### config.mk
export PLATFORM = sky130hd
export DESIGN_NAME = qapm_integ
export DESIGN_NICKNAME = d
export VERILOG_FILES = /design/src/rtl/qapm_pkg.sv /design/src/rtl/qapm_integ.sv
export SDC_FILE = /design/constraint.sdc
export NUM_CORES = 1
export LEC_CHECK = 0
export BUFFER_PORTS_ARGS = -buffer_cell sky130_fd_sc_hd__buf_2
export CORE_MARGIN = 2
export CORE_UTILIZATION = 31
export DETAILED_ROUTE_END_ITERATION = 8
export GPL_TIMING_DRIVEN = 0
export PLACE_DENSITY = 0.52
export RECOVER_POWER = 25
export SYNTH_ARGS = -nofsm -noshare
export SYNTH_HDL_FRONTEND = slang
export SYNTH_SLANG_ARGS = --single-unit
### constraint.sdc
create_clock -name clk -period 9.25 [get_ports clk]
set_clock_uncertainty 0.15 [all_clocks]
set_input_delay 0 -clock clk [delete_from_list [all_inputs] [get_ports clk]]
set_output_delay 0 -clock clk [all_outputs]
set_load 0.01 [all_outputs]
### src/rtl/qapm_pkg.sv
// ----------------------------------------------------------------------------
// qapm_pkg
// Shared types and constants for the quadcopter attitude PID and motor mixer.
// ----------------------------------------------------------------------------
package qapm_pkg;

  localparam int GAIN_FRAC_BITS = 10;
  localparam int SUM_SHIFT      = GAIN_FRAC_BITS + 16;
  localparam int SUM_W          = 56;
  localparam int ERR_SHIFT      = 8;
  localparam int GYRO_SHIFT     = 16;
  localparam int DIV12_SHIFT    = 16;

  localparam logic [12:0] STICK_CENTRE   = 13'd1500;
  localparam logic [11:0] YAW_DEAD_LO    = 12'd1400;
  localparam logic [11:0] YAW_DEAD_HI    = 12'd1600;
  localparam logic [11:0] THROTTLE_MIN   = 12'd1200;
  localparam logic [11:0] THROTTLE_BASE  = 12'd1000;
  localparam logic [12:0] DIV12_RECIP    = 13'd5462;

  localparam logic signed [21:0] INTEG_LIMIT = 22'sd512000;
  localparam logic signed [22:0] YAW_LIMIT   = 23'sd1310720;

  typedef enum logic [3:0] {
    CFG_ROLL_P  = 4'd0,
    CFG_ROLL_I  = 4'd1,
    CFG_ROLL_D  = 4'd2,
    CFG_PITCH_P = 4'd3,
    CFG_PITCH_I = 4'd4,
    CFG_PITCH_D = 4'd5,
    CFG_YAW_P   = 4'd6,
    CFG_YAW_D   = 4'd7
  } cfg_reg_t;

  typedef struct packed {
    logic [15:0] roll_p;
    logic [15:0] roll_i;
    logic [15:0] roll_d;
    logic [15:0] pitch_p;
    logic [15:0] pitch_i;
    logic [15:0] pitch_d;
    logic [15:0] yaw_p;
    logic [15:0] yaw_d;
  } gains_t;

  typedef struct packed {
    logic signed [16:0] roll_angle;
    logic signed [16:0] pitch_angle;
    logic signed [15:0] gyro_x;
    logic signed [15:0] gyro_y;
    logic signed [15:0] gyro_z;
    logic [11:0]        stick_roll;
    logic [11:0]        stick_pitch;
    logic [11:0]        stick_yaw;
    logic [11:0]        throttle;
    logic               armed;
  } in_word_t;

  typedef struct packed {
    logic signed [17:0] er;
    logic signed [17:0] ep;
    logic signed [15:0] gx;
    logic signed [15:0] gy;
    logic signed [15:0] gz;
    logic               run;
    logic               low;
    logic [11:0]        base;
  } err_word_t;

  typedef struct packed {
    logic signed [17:0] er;
    logic signed [17:0] ep;
    logic signed [20:0] ri;
    logic signed [20:0] pi;
    logic signed [21:0] ya;
    logic signed [15:0] gx;
    logic signed [15:0] gy;
    logic signed [15:0] gz;
    logic               run;
    logic [11:0]        base;
  } integ_word_t;

  typedef struct packed {
    logic signed [34:0] pr;
    logic signed [37:0] ir;
    logic signed [32:0] dr;
    logic signed [34:0] pp;
    logic signed [37:0] ip;
    logic signed [32:0] dp;
    logic signed [38:0] yp;
    logic signed [32:0] yd;
    logic signed [15:0] gz;
    logic               run;
    logic [11:0]        base;
  } prod_word_t;

  typedef struct packed {
    logic signed [SUM_W-1:0] r;
    logic signed [SUM_W-1:0] p;
    logic signed [SUM_W-1:0] y;
    logic signed [SUM_W-1:0] base;
    logic signed [15:0]      gz;
    logic                    run;
  } rpy_word_t;

  typedef struct packed {
    logic signed [15:0] motor_front_a;
    logic signed [15:0] motor_front_b;
    logic signed [15:0] motor_rear_a;
    logic signed [15:0] motor_rear_b;
    logic signed [15:0] adjusted_yaw_rate;
  } out_word_t;

endpackage

### src/rtl/qapm_integ.sv
// ----------------------------------------------------------------------------
// qapm_integ
// Clamped roll and pitch integrators and the yaw angle accumulator.
// ----------------------------------------------------------------------------
module qapm_integ import qapm_pkg::*; (
  input  logic        clk,
  input  logic        rst,
  input  err_word_t   b_word,
  input  logic        load_c,
  output integ_word_t c_word
);

  logic signed [20:0] roll_integral;
  logic signed [20:0] pitch_integral;
  logic signed [21:0] yaw_accumulator;
  logic signed [20:0] roll_integral_next;
  logic signed [20:0] pitch_integral_next;
  logic signed [21:0] yaw_accumulator_next;
  integ_word_t        c_word_next;

  always_comb begin
    logic signed [21:0] ri_sum;
    logic signed [21:0] pi_sum;
    logic signed [22:0] ya_sum;
    logic signed [21:0] ri_clamp;
    logic signed [21:0] pi_clamp;
    logic signed [22:0] ya_clamp;
    ri_sum = $signed({roll_integral[20], roll_integral})
           + $signed({{4{b_word.er[17]}}, b_word.er});
    pi_sum = $signed({pitch_integral[20], pitch_integral})
           + $signed({{4{b_word.ep[17]}}, b_word.ep});
    ya_sum = $signed({yaw_accumulator[21], yaw_accumulator})
           + $signed({{4{b_word.gz[15]}}, b_word.gz, 3'b0});

    if (ri_sum > INTEG_LIMIT) begin
      ri_clamp = INTEG_LIMIT;
    end else if (ri_sum < -INTEG_LIMIT) begin
      ri_clamp = -INTEG_LIMIT;
    end else begin
      ri_clamp = ri_sum;
    end
    if (pi_sum > INTEG_LIMIT) begin
      pi_clamp = INTEG_LIMIT;
    end else if (pi_sum < -INTEG_LIMIT) begin
      pi_clamp = -INTEG_LIMIT;
    end else begin
      pi_clamp = pi_sum;
    end
    if (ya_sum > YAW_LIMIT) begin
      ya_clamp = YAW_LIMIT;
    end else if (ya_sum < -YAW_LIMIT) begin
      ya_clamp = -YAW_LIMIT;
    end else begin
      ya_clamp = ya_sum;
    end

    c_word_next.er   = b_word.er;
    c_word_next.ep   = b_word.ep;
    c_word_next.ri   = ri_clamp[20:0];
    c_word_next.pi   = pi_clamp[20:0];
    c_word_next.ya   = ya_clamp[21:0];
    c_word_next.gx   = b_word.gx;
    c_word_next.gy   = b_word.gy;
    c_word_next.gz   = b_word.gz;
    c_word_next.run  = b_word.run;
    c_word_next.base = b_word.base;

    // Low throttle clears the state after this tick's terms are formed.
    roll_integral_next   = b_word.low ? '0 : ri_clamp[20:0];
    pitch_integral_next  = b_word.low ? '0 : pi_clamp[20:0];
    yaw_accumulator_next = b_word.low ? '0 : ya_clamp[21:0];
  end

  always_ff @(posedge clk) begin
    if (rst) begin
      roll_integral   <= '0;
      pitch_integral  <= '0;
      yaw_accumulator <= '0;
    end else if (load_c) begin
      roll_integral   <= roll_integral_next;
      pitch_integral  <= pitch_integral_next;
      yaw_accumulator <= yaw_accumulator_next;
    end
  end

  always_ff @(posedge clk) begin
    if (load_c) begin
      c_word <= c_word_next;
    end
  end

endmodule

Yosys cells after proc, flatten, opt, wreduce, memory -nomap -nowiden
Index checks and enable logic that the tools add are counted.

cells by class
  order comparisons = 6
  mux-type cells = 9
  add/sub/neg operators = 3

operators with widths
  cell                                                                             count
  21-bit two-way mux                                                               6
  22-bit two-way mux                                                               3
  21-bit by 18-bit adder with 22-bit output                                        2
  22-bit by 20-bit > comparator with 1-bit output (second input constant)          2
  22-bit by 20-bit less-than comparator with 1-bit output (second input constant)  2
  22-bit by 19-bit adder with 23-bit output                                        1
  23-bit by 22-bit > comparator with 1-bit output (second input constant)          1
  23-bit by 22-bit less-than comparator with 1-bit output (second input constant)  1

word-level totals
  flip-flop bits (word level) = 225
  word-level logic and storage cells = 31
  output and inout port bits = 161

Logic depth before layout (Yosys ltp)
  word-level depth = 5
  mapped depth = 14

Worst setup path after synthesis
Ideal clock, no wire load.

  kind = flip-flop to flip-flop
  start = register roll_integral[0]
  end = register c_word[116] in the netlist's numbering (data pin)
  slack = 5.803 ns
  data arrival time = 3.038 ns
  cell stages (with the launch flop) = 14
  period minus slack after synthesis = 3.447 ns
  buffers on the path = 1
  path through = dfxtp_1 ha_1 inv_1 fa_1 nand2b_1 a211oi_1 o21ai_1 xor2_1 nor4bb_1 a41oi_1 a311o_1 o22a_1 buf_6 or2_1

RTL lines
  item                    line              text
  from (decl)             qapm_integ.sv:13  logic signed [20:0] roll_integral;
  from (signal assigned)  qapm_integ.sv:80  roll_integral <= roll_integral_next;
  to (signal assigned)    qapm_integ.sv:88  c_word <= c_word_next;
  to (decl)               qapm_integ.sv:10  output integ_word_t c_word

==> summary.txt <==
Outcome: finished with violations
Failing checks: max-capacitance violations, max-slew violations
Most common cell after layout, fill and taps aside: buf_2
Total Wirelength: 33200 µm
Placed Area: 13200 µm²
Total GRT Usage: 0.170
Initial core utilization: 0.316
Chip height: 195 µm
Row count: 69
Most used DFF post-synth: edfxtp_1
PD cells: 190 nW/µm²
Max stage delay on crit path: 2980 ps
WL/cell: 17.2 µm
Tcrit/Tclk final: 0.640
Clk_lat worst skew: 540 ps
Final hold violations: 0
Area of the core: 35700 µm²
Min Tclk post-route: 5920 ps
Crit path launch type: input port
Fmax: 0.169 GHz
CTS sink cnt: 225
Cell Area, Synth: 11300 µm²
Vias/cell: 4.98
First-pass DRT Iterations: 5
H-Tree Level Count: 1
Worst vdd ir: 0.113 mV
Design Power: 0.00290 W
Total Die Area: 37900 µm²
Antenna cells: 0
Final setup viols: 0
CTS max path bufs: 3
Seq/Total Area, Yosys: 0.542
Max-Cap Viols: 1
Clock transition at path regs: 60 ps
Max Slew Vio Count: 71
Die X: 195 µm
Least-Margin Pin Slew: 4290 ps
Crit-path cells: dlygate4sd3_1 > clkbuf_1 > clkbuf_1 > nor2b_1 > nor2b_1 > clkbuf_1 > nand2_1 > o21ai_0
Antenna-violating nets left: 0
GRT overflow: 0
CTS tree: done
Crit Path Max Fanout: 71
Async set-reset flop share out of synthesis: 0
Post-synth net total: 1196
DR vias: 9619
Number of global-route vias before repair: 9661
Relative slew slack: -1.86
WS Path Type: input port to flop
Commonest cells after routing, fill and taps aside: 212 x buf_2, 161 x edfxtp_1, 127 x dlygate4sd3_1, 112 x nand2_1, 88 x clkbuf_1
Critical path's top delay family: buffers and inverters
Worst path most repeated cell: clkbuf_1
Filler cell count: 3482
Gp weighted congestion: 0.869
Post-route cell area: 15300 µm²
Buffers & Inverters on Critical Path: 4
Initial antenna violation count: 0
Cells after Synth: 1031
CP endpoint kind: flop
Worst EP arrival: 6230 ps
I/O Buffers: 261
Lkg Pwr: 6.23 nW
Seq cells post-synth: 225
CTS resizes: 0
Synth warn: 0
Number of synthesized flops with an enable pin: 161
DP Wirelength: 24000 µm
Setup TNS: 0 ps
CTS Root Cell: clkbuf_16
RSZ-0062 raised after global routing: no
Syn Area/Cell: 10.9 µm²
Area delta synth->final: 35.3%
DRC viols: 0
Post-layout util: 0.427
CTS buffer count: 27
Starting DRC count in detailed routing: 491
DP Worst Slack: 5040 ps
Netlist cell types: 71
HP Class: input port to flop
Final #Nets: 1614
CP max stage cell: clkbuf_1
Largest net degree at the start of global routing: 93
Share of cells above drive strength 1: 0.182
Worst path required time: 9550 ps
Io pins: 262
First-pass GRT wire length: 51800 µm
Final worst slack: 3330 ps
through the flow:
stage | cells | hold slack, ps
finish | 1930 | 26.6
global route | 1930 | 7.61
CTS | 1930 | 1.27
detailed placement | 1754 | 28.1
global placement | 1753 | 26.8
floorplan | 1031 | -51.1
worst paths after layout:
check / from / endpoint / slack (ps) / depth (start not counted)
worst min-delay path: b_word[42] / c_word[41]$_DFFE_PP_ / 30 / 2
worst max-delay path: load_c / yaw_accumulator[3]$_SDFFE_PP0P_ / 3330 / 8
worst max register to register: yaw_accumulator[3]$_SDFFE_PP0P_ / yaw_accumulator[0]$_SDFFE_PP0P_ / 4700 / 15
worst min register to register: yaw_accumulator[15]$_SDFFE_PP0P_ / yaw_accumulator[15]$_SDFFE_PP0P_ / 300 / 2
what timing repair did:
| action | 4_1_cts | 5_1_grt |
|---|---|---|
| hold endpoints to repair | 208 | 0 |
| hold buffers | 127 | 0 |
| buffers inserted | 0 | 0 |
state kept, by name, indices dropped and copies added (netlist names):
signal,flops
c_word,161
yaw_accumulator,22
pitch_integral,21
roll_integral,21
per-layer routing:
layer,share of wire,vias up,global-route usage,wire [µm]
li1,-,4743,-,-
met1,0.46,4618,0.223,15300
met2,0.47,212,0.286,15600
met3,0.044,46,0.0259,1450
met4,0.026,0,0.0546,852
met5,0,-,0,0
synthesized netlist by cell type (6+ instances only):
cell | number | area share
xnor2_1 | 16 | 0.012
o21a_1 | 10 | 0.0067
nor2b_1 | 19 | 0.011
edfxtp_1 | 161 | 0.43
ha_1 | 61 | 0.068
and3_1 | 9 | 0.0050
a211oi_1 | 13 | 0.0086
a21oi_1 | 67 | 0.030
inv_1 | 33 | 0.011
o311ai_0 | 6 | 0.0047
dfxtp_1 | 64 | 0.11
o31ai_2 | 7 | 0.0078
nand4_1 | 12 | 0.0067
clkbuf_1 | 28 | 0.0093
nand2b_1 | 22 | 0.012
o31ai_1 | 22 | 0.015
nand2_1 | 112 | 0.037
a21o_1 | 33 | 0.022
o41ai_1 | 10 | 0.0078
nand3_1 | 14 | 0.0062
xor2_1 | 23 | 0.018
and2_1 | 10 | 0.0055
a211o_1 | 7 | 0.0054
o211ai_1 | 13 | 0.0086
nor3_1 | 17 | 0.0075
or3_1 | 11 | 0.0061
a31oi_1 | 6 | 0.0033
o21ai_0 | 52 | 0.023
nor2_1 | 72 | 0.024
cells by family (layout without fill, tap and decap cells):
| logic type | after synthesis | after routing | share of synthesized area |
|---|---|---|---|
| buffers and inverters | 71 | 509 | 0.0261 |
| XOR/XNOR | 39 | 39 | 0.0303 |
| adder cells (fa/ha/maj) | 65 | 65 | 0.0738 |
| flip-flops | 225 | 225 | 0.542 |
| multiplexers | 4 | 4 | 0.00366 |
| AND/OR/NAND/NOR | 318 | 318 | 0.134 |
| AO/OA/AOI/OAI | 309 | 309 | 0.190 |
cell type report:
| class | instances | area [µm²] | area share |
|---|---|---|---|
| flip-flops and latches | 225 | 6120 | 0.401 |
| inverters | 33 | 124 | 0.00812 |
| multi-input cells | 735 | 4870 | 0.319 |
| repair buffers | 389 | 2540 | 0.166 |
| plain buffers | 38 | 170 | 0.0111 |
| clock buffers | 38 | 757 | 0.0496 |
| clock inverters | 11 | 106 | 0.00697 |
| well taps | 461 | 577 | 0.0378 |
power breakdown:
part	internal [W]	leakage, nW	switching (W)
combinational	0.000246	3.69	0.000396
sequential	0.00119	2.11	0.0000272
clock	0.000622	0.429	0.000414
(Power assumes the default switching activity.)
