**config.mk**
```make
export PLATFORM = sky130hd
export DESIGN_NAME = qapm_front
export DESIGN_NICKNAME = d
export VERILOG_FILES = /design/src/rtl/qapm_pkg.sv /design/src/rtl/qapm_front.sv
export SDC_FILE = /design/constraint.sdc
export NUM_CORES = 1
export LEC_CHECK = 0
export BUFFER_PORTS_ARGS = -buffer_cell sky130_fd_sc_hd__buf_2
export CORE_UTILIZATION = 53
export CTS_CLUSTER_SIZE = 8
export DETAILED_ROUTE_END_ITERATION = 8
export PLACE_DENSITY = 0.78
export SLEW_MARGIN = 0
export SYNTH_ARGS = -nofsm -noshare
export SYNTH_HDL_FRONTEND = slang
export SYNTH_SLANG_ARGS = --single-unit
```
**constraint.sdc**
```tcl
create_clock -name clk -period 7.1 [get_ports clk]
set_clock_uncertainty 0.05 [all_clocks]
set_input_delay 0.355 -clock clk [delete_from_list [all_inputs] [get_ports clk]]
set_output_delay 0.355 -clock clk [all_outputs]
set_load 0.02 [all_outputs]
```
**src/rtl/qapm_pkg.sv**
```systemverilog
// ----------------------------------------------------------------------------
// qapm_pkg
// Shared types and constants for the quadcopter attitude PID and motor mixer.
// ----------------------------------------------------------------------------
package qapm_pkg;

  localparam int GAIN_FRAC_BITS = 10;
  localparam int SUM_SHIFT      = GAIN_FRAC_BITS + 16;
  localparam int SUM_W          = 56;
  localparam int ERR_SHIFT      = 8;
  localparam int GYRO_SHIFT     = 16;
  localparam int DIV12_SHIFT    = 16;

  localparam logic [12:0] STICK_CENTRE   = 13'd1500;
  localparam logic [11:0] YAW_DEAD_LO    = 12'd1400;
  localparam logic [11:0] YAW_DEAD_HI    = 12'd1600;
  localparam logic [11:0] THROTTLE_MIN   = 12'd1200;
  localparam logic [11:0] THROTTLE_BASE  = 12'd1000;
  localparam logic [12:0] DIV12_RECIP    = 13'd5462;

  localparam logic signed [21:0] INTEG_LIMIT = 22'sd512000;
  localparam logic signed [22:0] YAW_LIMIT   = 23'sd1310720;

  typedef enum logic [3:0] {
    CFG_ROLL_P  = 4'd0,
    CFG_ROLL_I  = 4'd1,
    CFG_ROLL_D  = 4'd2,
    CFG_PITCH_P = 4'd3,
    CFG_PITCH_I = 4'd4,
    CFG_PITCH_D = 4'd5,
    CFG_YAW_P   = 4'd6,
    CFG_YAW_D   = 4'd7
  } cfg_reg_t;

  typedef struct packed {
    logic [15:0] roll_p;
    logic [15:0] roll_i;
    logic [15:0] roll_d;
    logic [15:0] pitch_p;
    logic [15:0] pitch_i;
    logic [15:0] pitch_d;
    logic [15:0] yaw_p;
    logic [15:0] yaw_d;
  } gains_t;

  typedef struct packed {
    logic signed [16:0] roll_angle;
    logic signed [16:0] pitch_angle;
    logic signed [15:0] gyro_x;
    logic signed [15:0] gyro_y;
    logic signed [15:0] gyro_z;
    logic [11:0]        stick_roll;
    logic [11:0]        stick_pitch;
    logic [11:0]        stick_yaw;
    logic [11:0]        throttle;
    logic               armed;
  } in_word_t;

  typedef struct packed {
    logic signed [17:0] er;
    logic signed [17:0] ep;
    logic signed [15:0] gx;
    logic signed [15:0] gy;
    logic signed [15:0] gz;
    logic               run;
    logic               low;
    logic [11:0]        base;
  } err_word_t;

  typedef struct packed {
    logic signed [17:0] er;
    logic signed [17:0] ep;
    logic signed [20:0] ri;
    logic signed [20:0] pi;
    logic signed [21:0] ya;
    logic signed [15:0] gx;
    logic signed [15:0] gy;
    logic signed [15:0] gz;
    logic               run;
    logic [11:0]        base;
  } integ_word_t;

  typedef struct packed {
    logic signed [34:0] pr;
    logic signed [37:0] ir;
    logic signed [32:0] dr;
    logic signed [34:0] pp;
    logic signed [37:0] ip;
    logic signed [32:0] dp;
    logic signed [38:0] yp;
    logic signed [32:0] yd;
    logic signed [15:0] gz;
    logic               run;
    logic [11:0]        base;
  } prod_word_t;

  typedef struct packed {
    logic signed [SUM_W-1:0] r;
    logic signed [SUM_W-1:0] p;
    logic signed [SUM_W-1:0] y;
    logic signed [SUM_W-1:0] base;
    logic signed [15:0]      gz;
    logic                    run;
  } rpy_word_t;

  typedef struct packed {
    logic signed [15:0] motor_front_a;
    logic signed [15:0] motor_front_b;
    logic signed [15:0] motor_rear_a;
    logic signed [15:0] motor_rear_b;
    logic signed [15:0] adjusted_yaw_rate;
  } out_word_t;

endpackage

```
**src/rtl/qapm_front.sv**
```systemverilog
// ----------------------------------------------------------------------------
// qapm_front
// Input register and error stage: angle errors, stick setpoints and yaw rate.
// ----------------------------------------------------------------------------
module qapm_front import qapm_pkg::*; (
  input  logic      clk,
  input  in_word_t  din,
  input  logic      load_a,
  input  logic      load_b,
  output err_word_t b_word
);

  in_word_t  a_word;
  err_word_t b_word_next;

  // Truncating division of a stick offset by twelve.
  function automatic logic signed [8:0] div12(input logic signed [12:0] d);
    logic [12:0] neg;
    logic [11:0] mag;
    logic [24:0] prod;
    logic [7:0]  qm;
    neg  = 13'(-d);
    mag  = d[12] ? neg[11:0] : d[11:0];
    prod = 25'(mag) * 25'(DIV12_RECIP);
    qm   = prod[DIV12_SHIFT +: 8];
    return d[12] ? -$signed({1'b0, qm}) : $signed({1'b0, qm});
  endfunction

  always_ff @(posedge clk) begin
    if (load_a) begin
      a_word <= din;
    end
    if (load_b) begin
      b_word <= b_word_next;
    end
  end

  always_comb begin
    logic signed [12:0] d_roll;
    logic signed [12:0] d_pitch;
    logic signed [12:0] d_yaw;
    logic signed [8:0]  q_roll;
    logic signed [8:0]  q_pitch;
    logic signed [16:0] gz_sum;
    d_roll  = $signed({1'b0, a_word.stick_roll} - STICK_CENTRE);
    d_pitch = $signed({1'b0, a_word.stick_pitch} - STICK_CENTRE);
    d_yaw   = $signed({1'b0, a_word.stick_yaw} - STICK_CENTRE);
    q_roll  = div12(d_roll);
    q_pitch = div12(d_pitch);

    b_word_next.er = $signed({a_word.roll_angle[16], a_word.roll_angle})
                   - $signed({q_roll, 8'b0});
    b_word_next.ep = $signed({a_word.pitch_angle[16], a_word.pitch_angle})
                   + $signed({q_pitch, 8'b0});

    gz_sum = $signed({a_word.gyro_z[15], a_word.gyro_z})
           + $signed({{3{d_yaw[12]}}, d_yaw, 1'b0});
    if (a_word.stick_yaw < YAW_DEAD_LO || a_word.stick_yaw > YAW_DEAD_HI) begin
      if (gz_sum[16] != gz_sum[15]) begin
        b_word_next.gz = gz_sum[16] ? 16'sh8000 : 16'sh7fff;
      end else begin
        b_word_next.gz = gz_sum[15:0];
      end
    end else begin
      b_word_next.gz = a_word.gyro_z;
    end

    b_word_next.gx   = a_word.gyro_x;
    b_word_next.gy   = a_word.gyro_y;
    b_word_next.run  = (a_word.throttle > THROTTLE_MIN) && a_word.armed;
    b_word_next.low  = a_word.throttle < THROTTLE_MIN;
    b_word_next.base = a_word.throttle - THROTTLE_BASE;
  end

endmodule

```
## After elaboration in Yosys (flattened, before gate mapping)

Index checks and enable logic that the tools add are counted.

| cells by class | value |
|---|---|
| add/sub/neg operators | 11 |
| multiply operators | 2 |
| order comparisons | 4 |
| equal/unequal tests | 1 |
| multiplexer cells | 7 |
| reductions and logical operators | 2 |

Operators with widths:

| kind | number |
|---|---|
| two-way mux 16 bit | 3 |
| multiplier 12 x 12 -> 23 bit, second input constant | 2 |
| subtractor 12 x 11 -> 13 bit, second input constant | 3 |
| > comparator 12 x 11 -> 1 bit, second input constant | 2 |
| < comparator 12 x 11 -> 1 bit, second input constant | 2 |
| two-way mux 12 bit | 2 |
| negation 12 bit | 2 |
| adder 17 x 17 -> 18 bit | 1 |
| two-way mux 9 bit | 2 |
| negation 8 -> 9 bit | 2 |
| subtractor 17 x 17 -> 18 bit | 1 |
| adder 16 x 14 -> 17 bit | 1 |
| subtractor 12 x 10 -> 12 bit, second input constant | 1 |
| logical AND 1 bit | 1 |
| logical OR 1 bit | 1 |
| != test 1 bit | 1 |

| storage, ports and cells | value |
|---|---|
| register bits | 229 |
| bits of input ports | 134 |
| output and inout bits | 98 |

## Depth between registers and ports, before layout

Gate-level depths: netlist of run 1.

| logic depth | value |
|---|---|
| depth in word-level cells | 7 |
| mapped depth | 38 |
| gate-level depth less buffers | 38 |

## Worst setup path after synthesis of run 1

Ideal clock, no wire load.

| timing | value |
|---|---|
| path kind | reg-to-reg |
| from | reg a_word[27] (netlist bit) |
| to | reg b_word[79] (netlist bit), data pin |
| library setup time | 0.148 ns |
| data arrival time | 7.546 ns |
| data required time | 6.902 ns |
| path slack | -0.644 ns |
| stages on the path, launching flop included | 35 |
| path through | edfxtp_1 and3_1 clkbuf_1 xnor2_1 or3_1 nor3b_1 a31oi_1 xnor2_1 o21ai_1 ha_1 ha_1 fa_1 fa_1 inv_1 fa_1 inv_1 ha_1 a21o_1 a21oi_1 o21ai_0 a221oi_1 xor2_1 ha_1 nand2_1 o21ai_0 ha_1 a21o_1 a21oi_1 o21bai_1 a21oi_1 o21bai_1 a21oi_1 nand2b_1 nand3b_1 mux2i_1 |

RTL lines:

| what | RTL line | text |
|---|---|---|
| from (decl) | qapm_front.sv:13 | `in_word_t a_word;` |
| from (signal assigned) | qapm_front.sv:31 | `a_word <= din;` |
| to (signal assigned) | qapm_front.sv:34 | `b_word <= b_word_next;` |
| to (decl) | qapm_front.sv:10 | `output err_word_t b_word` |

==> reports/qor.yml, run 1 <==
run_status:
  status: "finished with violations"
  violations: "negative setup slack"
sta:
  maxSlewViolCount: 0
  setup_viol: 11
  period_share_pct: 106.3
  min_period_ns: 7.549
  worstMarginPinSlew_ns: 1.084
  timing.slew.headroom_pct: 27.27
  fin_tns_setup_ns: -3.087
  hold_viol: 0
  finalWorstSetupSlack_ns: -0.4486
  fmax_ghz: 0.1325
  rsz0062_at_grt: "true"
worst_setup_path:
  startpoint_type: "flop"
  path_delay_family: "adder cells"
  path_buf_inv: 9
  end_kind: "flop"
  required_ns: 7.31
  worstPathArrival_ns: 7.76
  crit_start: "a_word[40]"
  path_common_cell: "buf_4"
  critPathKind: "flop to flop"
  critical_path.max_stage_delay_ns: 0.55
  slowest_stage: "fa_1"
  cp_max_fo: 4
  worstReg2RegStart: "a_word[40]"
clock_tree:
  cts_sinks: 229
  clk_pin_slew_worst_paths_ns: 0.05
  clock_latency_ns: 0.51
  cts_buffers: 35
  cts_tree: "done"
  cts_buffer_depth: 3
  clockRootBuffer: "clkbuf_16"
  h-tree-depth: 2
logic_synthesis:
  synth_ff_type: "edfxtp_1"
  synth.distinct_cells: 68
  ys_ff_latch: 229
  netlist_area_um2: 14880
  synth_cells: 1201
  synth_edf_count: 229
  ys_seq_area_share_pct: 46.20
  ys_async_sr_fraction_pct: 0
  yosysWarnings: 0
  syn_area_per_cell_um2: 12.39
global_routing:
  grt_pass1_wl_um: 60780
  grt_start_max_net_pins: 78
  grt_remaining_overflow: 0
  grt_usage_pct: 27.18
  grt_pass1_vias: 12200
  antenna_found_initial: 1
final_layout:
  multi_input_area_um2: 8357
  nets: 2169
  seqCellArea_um2: 6877
  drive_above_1_share_pct: 35.18
  mostFrequentLayoutCells: "edfxtp_1, buf_2, inv_1, buf_4, ha_1"
  n_fill_cell: 1520
  area_growth_pct: 42.81
drt:
  wl_met3_um: 2251
  wire_per_inst_um: 18.76
  top_layer_used: "met4"
  dr.pass1.iters: 5
  wirelength_met1_um: 15150
  vias: 11420
  dr_wl_met2_um: 21350
  ant_nets: 0
  drt-vias-per-instance: 5.326
  first_iter_violations: 650
  wirelength_um: 40220
  drc: 0
job:
  cap_violations: 0
die:
  initial_core_util_pct: 54.62
  die_y_um: 169.6
  coreArea_um2: 27250
  die_area_um2: 28760
  num_rows: 60
  pin_count: 232
  die_w_um: 169.6
hold_path:
  worstHoldPathType: "primary input to flop"
  hold_start: "load_b"
place:
  gp_congestion: 0.8738
  dp_slack_ns: -0.3746
  post-dp-hpwl_um: 24610
  io_buffers: 231
## logic make-up (layout without fill, tap and decap cells)
kind of cell / after synthesis / in the layout / share of synthesized area, %
xor+xnor: 122 / 122 / 7.330
compound gates: 190 / 190 / 8.524
buf+inv: 199 / 768 / 5.052
mux: 7 / 7 / 0.5212
fa+ha+maj: 269 / 269 / 26.28
flops: 229 / 229 / 46.20
simple gates: 184 / 184 / 6.069
other cells: 1 / 3 / 0.02519
## final timing paths
| check | to | slack, ns | depth (start not counted) |
|---|---|---|---|
| worst max-delay path | b_word[96] | -0.45 | 33 |
| worst min-delay path | b_word[13] | 0.20 | 1 |
| worst max register to register | b_word[96] | -0.45 | 33 |
| worst min register to register | b_word[50] | 0.35 | 0 |
## per-stage QoR
stage	instance area [um2]	hold WS, ns	instances	utilization (%)
floorplan	15350	0.3503	1202	-
global placement	17930	0.3503	1927	65.80
global route	21250	0.1902	2143	77.99
detailed placement	17930	0.3545	1927	65.80
finish	21260	0.1957	2144	78.00
CTS	20860	0.1833	2131	76.53
## routing by layer
metal  vias up  global-route usage (%)
li1       5348                       -
met1      5539                   30.46
met2       416                   50.84
met3       115                   5.247
met4         0                   9.910
met5         -                       0
## timing repair
item / in CTS / in global routing
hold buffers: 131 / 0
endpoints found under the hold margin: 131 / 0
buffers inserted: 34 / 17
gates resized for setup: 77 / 58
endpoints found under the setup margin: 10 / 14
pin swaps: 89 / 52
## sequential cells by signal, indices dropped and copies added, names as in the netlist
name	flops
a_word	131
b_word	98
## cell type report
cell class / count / share of cell area (%)
inverter: 185 / 3.279
timing repair buffer: 542 / 18.28
clock buffer: 36 / 4.138
tap: 372 / 2.190
multi-input combinational: 774 / 39.31
clock inverter: 5 / 0.4415
antenna: 1 / 0.01177
sequential: 229 / 32.35
## synthesized netlist by cell type, types with 13 or more instances
cell type	n	area [um2]
xor2_1	37	324.1
fa_1	73	1461
nor2_1	57	214.0
o22ai_1	13	81.33
edfxtp_1	229	6877
ha_1	195	2440
o21ai_0	27	135.1
xnor2_1	82	718.2
inv_1	185	694.4
a21oi_1	53	265.3
nand3_1	19	95.09
nor3_1	19	95.09
nand2_1	39	146.4
a21o_1	24	180.2
Power of run 1 is left out: the tool's default activity adds up to more than one toggle a clock period on the data nets, which glitch-free logic cannot reach.
==> run 2, diff against run 1 <==
Settings changed: REMOVE_ABC_BUFFERS from default to 1.
==> reports/qor.yml, run 2 (synthesis results as in run 1) <==
clock_tree:
  clockRootBuffer: "clkbuf_16"
  h-tree-depth: 2  # unchanged
  cts_buffer_depth: 3  # unchanged
  cts_tree: "done"
  cts_sinks: 229  # unchanged
  clk_pin_slew_worst_paths_ns: 0.05  # about the same
  cts_buffers: 35  # unchanged
  clock_latency_ns: 0.52  # about the same
drt:
  ant_nets: 0  # unchanged
  first_iter_violations: 605  # -6.9%
  wirelength_um: 41370  # +2.9%
  wire_per_inst_um: 18.76  # about the same
  dr.pass1.iters: 5  # unchanged
  dr_wl_met2_um: 21800  # +2.1%
  wirelength_met1_um: 15380  # +1.5%
  wl_met3_um: 2237  # -0.62%
  drt-vias-per-instance: 5.294  # -0.59%
  top_layer_used: "met4"
  drc: 0  # unchanged
  vias: 11670  # +2.2%
hold_path:
  worstHoldPathType: "primary input to flop"
  min_path_cells: 1  # unchanged
  hold_start: "load_b"
  hold_path_end: "b_word[81]"
run_status:
  status: "finished with violations"
  violations: "negative setup slack"
global_routing:
  grt_start_max_net_pins: 70  # -10%
  antenna_found_initial: 1  # unchanged
  grt_usage_pct: 26.89  # -0.29 points
  grt_pass1_vias: 12490  # +2.4%
  grt_pass1_wl_um: 60300  # -0.79%
  grt_remaining_overflow: 0  # unchanged
die:
  pin_count: 232  # unchanged
  die_w_um: 169.6  # unchanged
  num_rows: 60  # unchanged
  die_y_um: 169.6  # unchanged
  initial_core_util_pct: 54.62  # unchanged
  die_area_um2: 28760  # unchanged
  coreArea_um2: 27250  # unchanged
sta:
  hold_viol: 0  # unchanged
  period_share_pct: 111.1  # +4.8 points
  rsz0062_at_grt: "true"
  worstMarginPinSlew_ns: 1.028  # -0.05550 ns
  setup_viol: 12  # +1
  timing.slew.headroom_pct: 30.99  # +3.7 points
  maxSlewViolCount: 0  # unchanged
  min_period_ns: 7.890  # +0.3413 ns
  fmax_ghz: 0.1267  # -4.3%
  finalWorstSetupSlack_ns: -0.7900  # -0.3413 ns
final_layout:
  top_register: "a_word"
  largest_reg_flops: 131  # unchanged
  instances_no_fill: 2205  # +2.8%
  drive_above_1_share_pct: 38.70  # +3.5 points
  mostFrequentLayoutCells: "edfxtp_1, buf_2, buf_4"
  seqCellArea_um2: 6877  # unchanged
  multi_input_area_um2: 8464  # +1.3%
  area_growth_pct: 46.51
  nets: 2229  # +2.8%
  n_fill_cell: 1487  # -2.2%
  largestRegisters: "a_word x131, b_word x98"
job:
  cap_violations: 0  # unchanged
worst_setup_path:
  cp_max_fo: 5  # +1
  worstReg2RegStart: "a_word[39]"
  startpoint_type: "flop"
  reg2reg_to: "b_word[96]"
  reg2reg_slack_ns: -0.79  # -0.34 ns
  critical_path.max_stage_delay_ns: 0.56  # about the same
  worstPathArrival_ns: 8.08  # +0.32 ns
  r2r_cells: 34  # +3.0%
  critPathKind: "flop to flop"
  slowest_stage: "fa_1"
  end_kind: "flop"
  required_ns: 7.29  # -0.02 ns
place:
  io_buffers: 231  # unchanged
  dp_cells: 1975  # +2.5%
  gp_congestion: 0.9766  # +12%
  post-dp-hpwl_um: 24940  # +1.4%
run 2: cell types whose count changed in the layout (fill, tap and decap cells not counted), sizes merged:
cell	change
buf	+60
bufinv	-1
clkinvlp	+1
clkinv	+1
run 2: cell type report:
type | instances | share of cell area (%)
repair buffers | 602 | 19.96
clock inverters | 6 | 0.3270
flip-flops and latches | 229 | 31.53
diodes | 1 | 0.01148
inverters | 185 | 3.184
well taps | 372 | 2.134
multi-input cells | 774 | 38.81
clock buffers | 36 | 4.034
run 2: timing repair:
action / CTS / global route
hold endpoints to repair: 131 / 0
hold buffers: 131 / 0
setup endpoints to repair: 14 / 15
pin swaps: 112 / 79
cloned: 0 / 0
resized for setup: 147 / 104
setup buffers: 37 / 26
run 2: worst max-delay path: cells and delay by family (launching register included):
family | cells | cell delay (ns)
compound gates | 9 | 1.64
buf+inv | 8 | 0.80
flops | 1 | 0.49
mux | 1 | 0.26
xor+xnor | 3 | 0.39
fa+ha+maj | 8 | 3.30
simple gates | 5 | 0.66
run 2: per-stage QoR:
step | worst slack, ns | hold slack [ns] | setup TNS [ns] | utilization, % | area, um2
floorplan | -0.6282 | 0.3503 | -3.984 | - | 14830
global placement | -0.5736 | 0.3502 | -4.615 | 65.47 | 17840
detailed placement | -0.6843 | 0.3545 | -6.035 | 65.47 | 17840
CTS | -0.2890 | 0.2251 | -1.212 | 77.45 | 21110
global route | -1.057 | 0.2434 | -8.645 | 80.02 | 21810
finish | -0.7900 | 0.2464 | -4.869 | 80.02 | 21810
run 2: worst max path at each step:
| stage | start | endpoint | cells after the start |
|---|---|---|---|
| finish | a_word[39] | b_word[96] | 34 |
| global route | a_word[39] | b_word[96] | 35 |
| CTS | a_word[39] | b_word[96] | 31 |
| detailed placement | a_word[27] | b_word[79] | 35 |
| global placement | a_word[27] | b_word[79] | 35 |
| floorplan | a_word[27] | b_word[79] | 33 |
run 2: layer usage:
layer / track usage [%] / up-vias
li1: - / 5471
met1: 29.90 / 5625
met2: 49.73 / 434
met3: 4.874 / 143
met4: 12.18 / 0
met5: 0 / -
Power of run 2 is left out for the same reason.
==> run 3, diff against run 2 <==
--- a/config.mk
+++ b/config.mk
@@ -12,4 +12,5 @@
 export PLACE_DENSITY = 0.78
 export REMOVE_ABC_BUFFERS = 1
+export SETUP_SLACK_MARGIN = 0.3
 export SLEW_MARGIN = 0
 export SYNTH_ARGS = -nofsm -noshare
==> constraint.sdc (replaced) <==
create_clock -name clk -period 7.1 [get_ports clk]
set_clock_uncertainty 0.05 [all_clocks]
set_input_delay 0.71 -clock clk [delete_from_list [all_inputs] [get_ports clk]]
set_output_delay 0.71 -clock clk [all_outputs]
set_load 0.02 [all_outputs]
==> reports/qor.yml, run 3 (synthesis results as in run 1) <==
clock_tree:
  cts_tree: "done"
  cts_buffers: 35  # unchanged
  clockRootBuffer: "clkbuf_16"
  ctsHoldBuffers: 0  # -100%
  clk_pin_slew_worst_paths_ns: 0.06  # about the same
  cts_buffer_depth: 3  # unchanged
  cts_sinks: 229  # unchanged
  h-tree-depth: 2  # unchanged
  clock_latency_ns: 0.52  # about the same
place:
  gp_congestion: 0.9766  # unchanged
  io_buffers: 231  # unchanged
  dp_cells: 1975  # unchanged
  post-dp-hpwl_um: 24940  # unchanged
worst_setup_path:
  slowest_stage: "fa_1"
  required_ns: 7.30  # about the same
  worstReg2RegStart: "a_word[39]"
  worstPathArrival_ns: 7.82  # -0.26 ns
  critPathKind: "flop to flop"
  end_kind: "flop"
  cp_max_fo: 5  # unchanged
  reg2reg_to: "b_word[96]"
  critical_path.max_stage_delay_ns: 0.58  # +0.02 ns
  path_buf_inv: 10  # +2
  r2r_cells: 36  # +5.9%
  startpoint_type: "flop"
  path_delay_family: "adder cells"
  reg2reg_slack_ns: -0.53  # +0.26 ns
final_layout:
  drive_above_1_share_pct: 40.45  # +1.7 points
  top_register: "a_word"
  mostFrequentLayoutCells: "edfxtp_1, buf_2, buf_4"
  n_fill_cell: 1695  # +14%
  instances_no_fill: 2065  # -6.3%
  nets: 2088  # -6.3%
  utilization_pct: 74.55  # -5.5 points
  largest_reg_flops: 131  # unchanged
  area_growth_pct: 36.50
  largestRegisters: "a_word x131, b_word x98"
drt:
  dr.pass1.iters: 5  # unchanged
  drt-vias-per-instance: 5.221  # -1.4%
  wirelength_um: 35720  # -14%
  wire_per_inst_um: 17.30  # -7.8%
  drc: 0  # unchanged
  ant_nets: 0  # unchanged
  first_iter_violations: 593  # -2.0%
  vias: 10780  # -7.6%
global_routing:
  grt_start_max_net_pins: 70  # unchanged
  antenna_found_initial: 3  # +2
  grt_pass1_vias: 11210  # -10%
  grt_pass1_wl_um: 53350  # -12%
  grt_remaining_overflow: 0  # unchanged
  grt_usage_pct: 23.68  # -3.2 points
hold_path:
  hold_start: "din[25]"
  hold_path_end: "a_word[25]"
  worstHoldPathType: "primary input to flop"
  min_path_cells: 1  # unchanged
die:
  num_rows: 60  # unchanged
  coreArea_um2: 27250  # unchanged
  pin_count: 232  # unchanged
  die_y_um: 169.6  # unchanged
  initial_core_util_pct: 54.62  # unchanged
  die_w_um: 169.6  # unchanged
  die_area_um2: 28760  # unchanged
job:
  cap_violations: 0  # unchanged
sta:
  setup_viol: 11  # -1
  period_share_pct: 107.4  # -3.7 points
  rsz0062_at_grt: "true"
  min_period_ns: 7.626  # -0.2635 ns
  fmax_ghz: 0.1311  # +3.5%
  finalWorstSetupSlack_ns: -0.5264  # +0.2635 ns
  hold_viol: 0  # unchanged
  maxSlewViolCount: 0  # unchanged
  worstMarginPinSlew_ns: 1.021  # -0.007637 ns
  timing.slew.headroom_pct: 31.50  # +0.51 points
run_status:
  status: "finished with violations"
  violations: "negative setup slack"
## run 3: worst max-delay path by stage
stage               slack (ns)  startpoint  depth (start not counted)         end
floorplan                -0.63  a_word[27]                         33  b_word[79]
global placement         -0.57  a_word[27]                         35  b_word[79]
detailed placement       -0.68  a_word[27]                         35  b_word[79]
CTS                      -0.30  a_word[39]                         36  b_word[96]
global route             -0.86  a_word[39]                         36  b_word[96]
finish                   -0.53  a_word[39]                         36  b_word[96]
## run 3: layer usage
metal / wire length (um) / global-route usage (%)
met1: 13680 / 26.92
met2: 18820 / 43.35
met3: 2001 / 5.527
met4: 1212 / 8.147
met5: 11 / 0
## run 3: through the flow
step	setup slack (ns)	area [um2]	hold WS, ns	setup TNS [ns]
after floorplan	-0.6282	14830	0.3503	-3.984
after global placement	-0.5736	17840	0.3502	-4.615
after detailed placement	-0.6843	17840	0.3545	-6.035
after CTS	-0.2988	19690	0.2952	-1.211
after global routing	-0.8612	20320	0.3066	-7.598
final	-0.5264	20320	0.3151	-3.455
## run 3: what timing repair did
item,in CTS,in global routing
resized for setup,134,102
pin swaps,108,54
setup buffers,29,17
setup endpoints to repair,18,17
## run 3: final cells by class
cell class                 count  area (um2)  area share (%)
inverter                     185       694.4           3.418
tap                          372       465.4           2.291
clock buffer                  36       879.6           4.329
clock inverter                 6       71.32          0.3510
multi-input combinational    774        8315           40.93
antenna                        2       5.005         0.02463
timing repair buffer         461        3009           14.81
sequential                   229        6877           33.85
Power of run 3 is left out for the same reason.
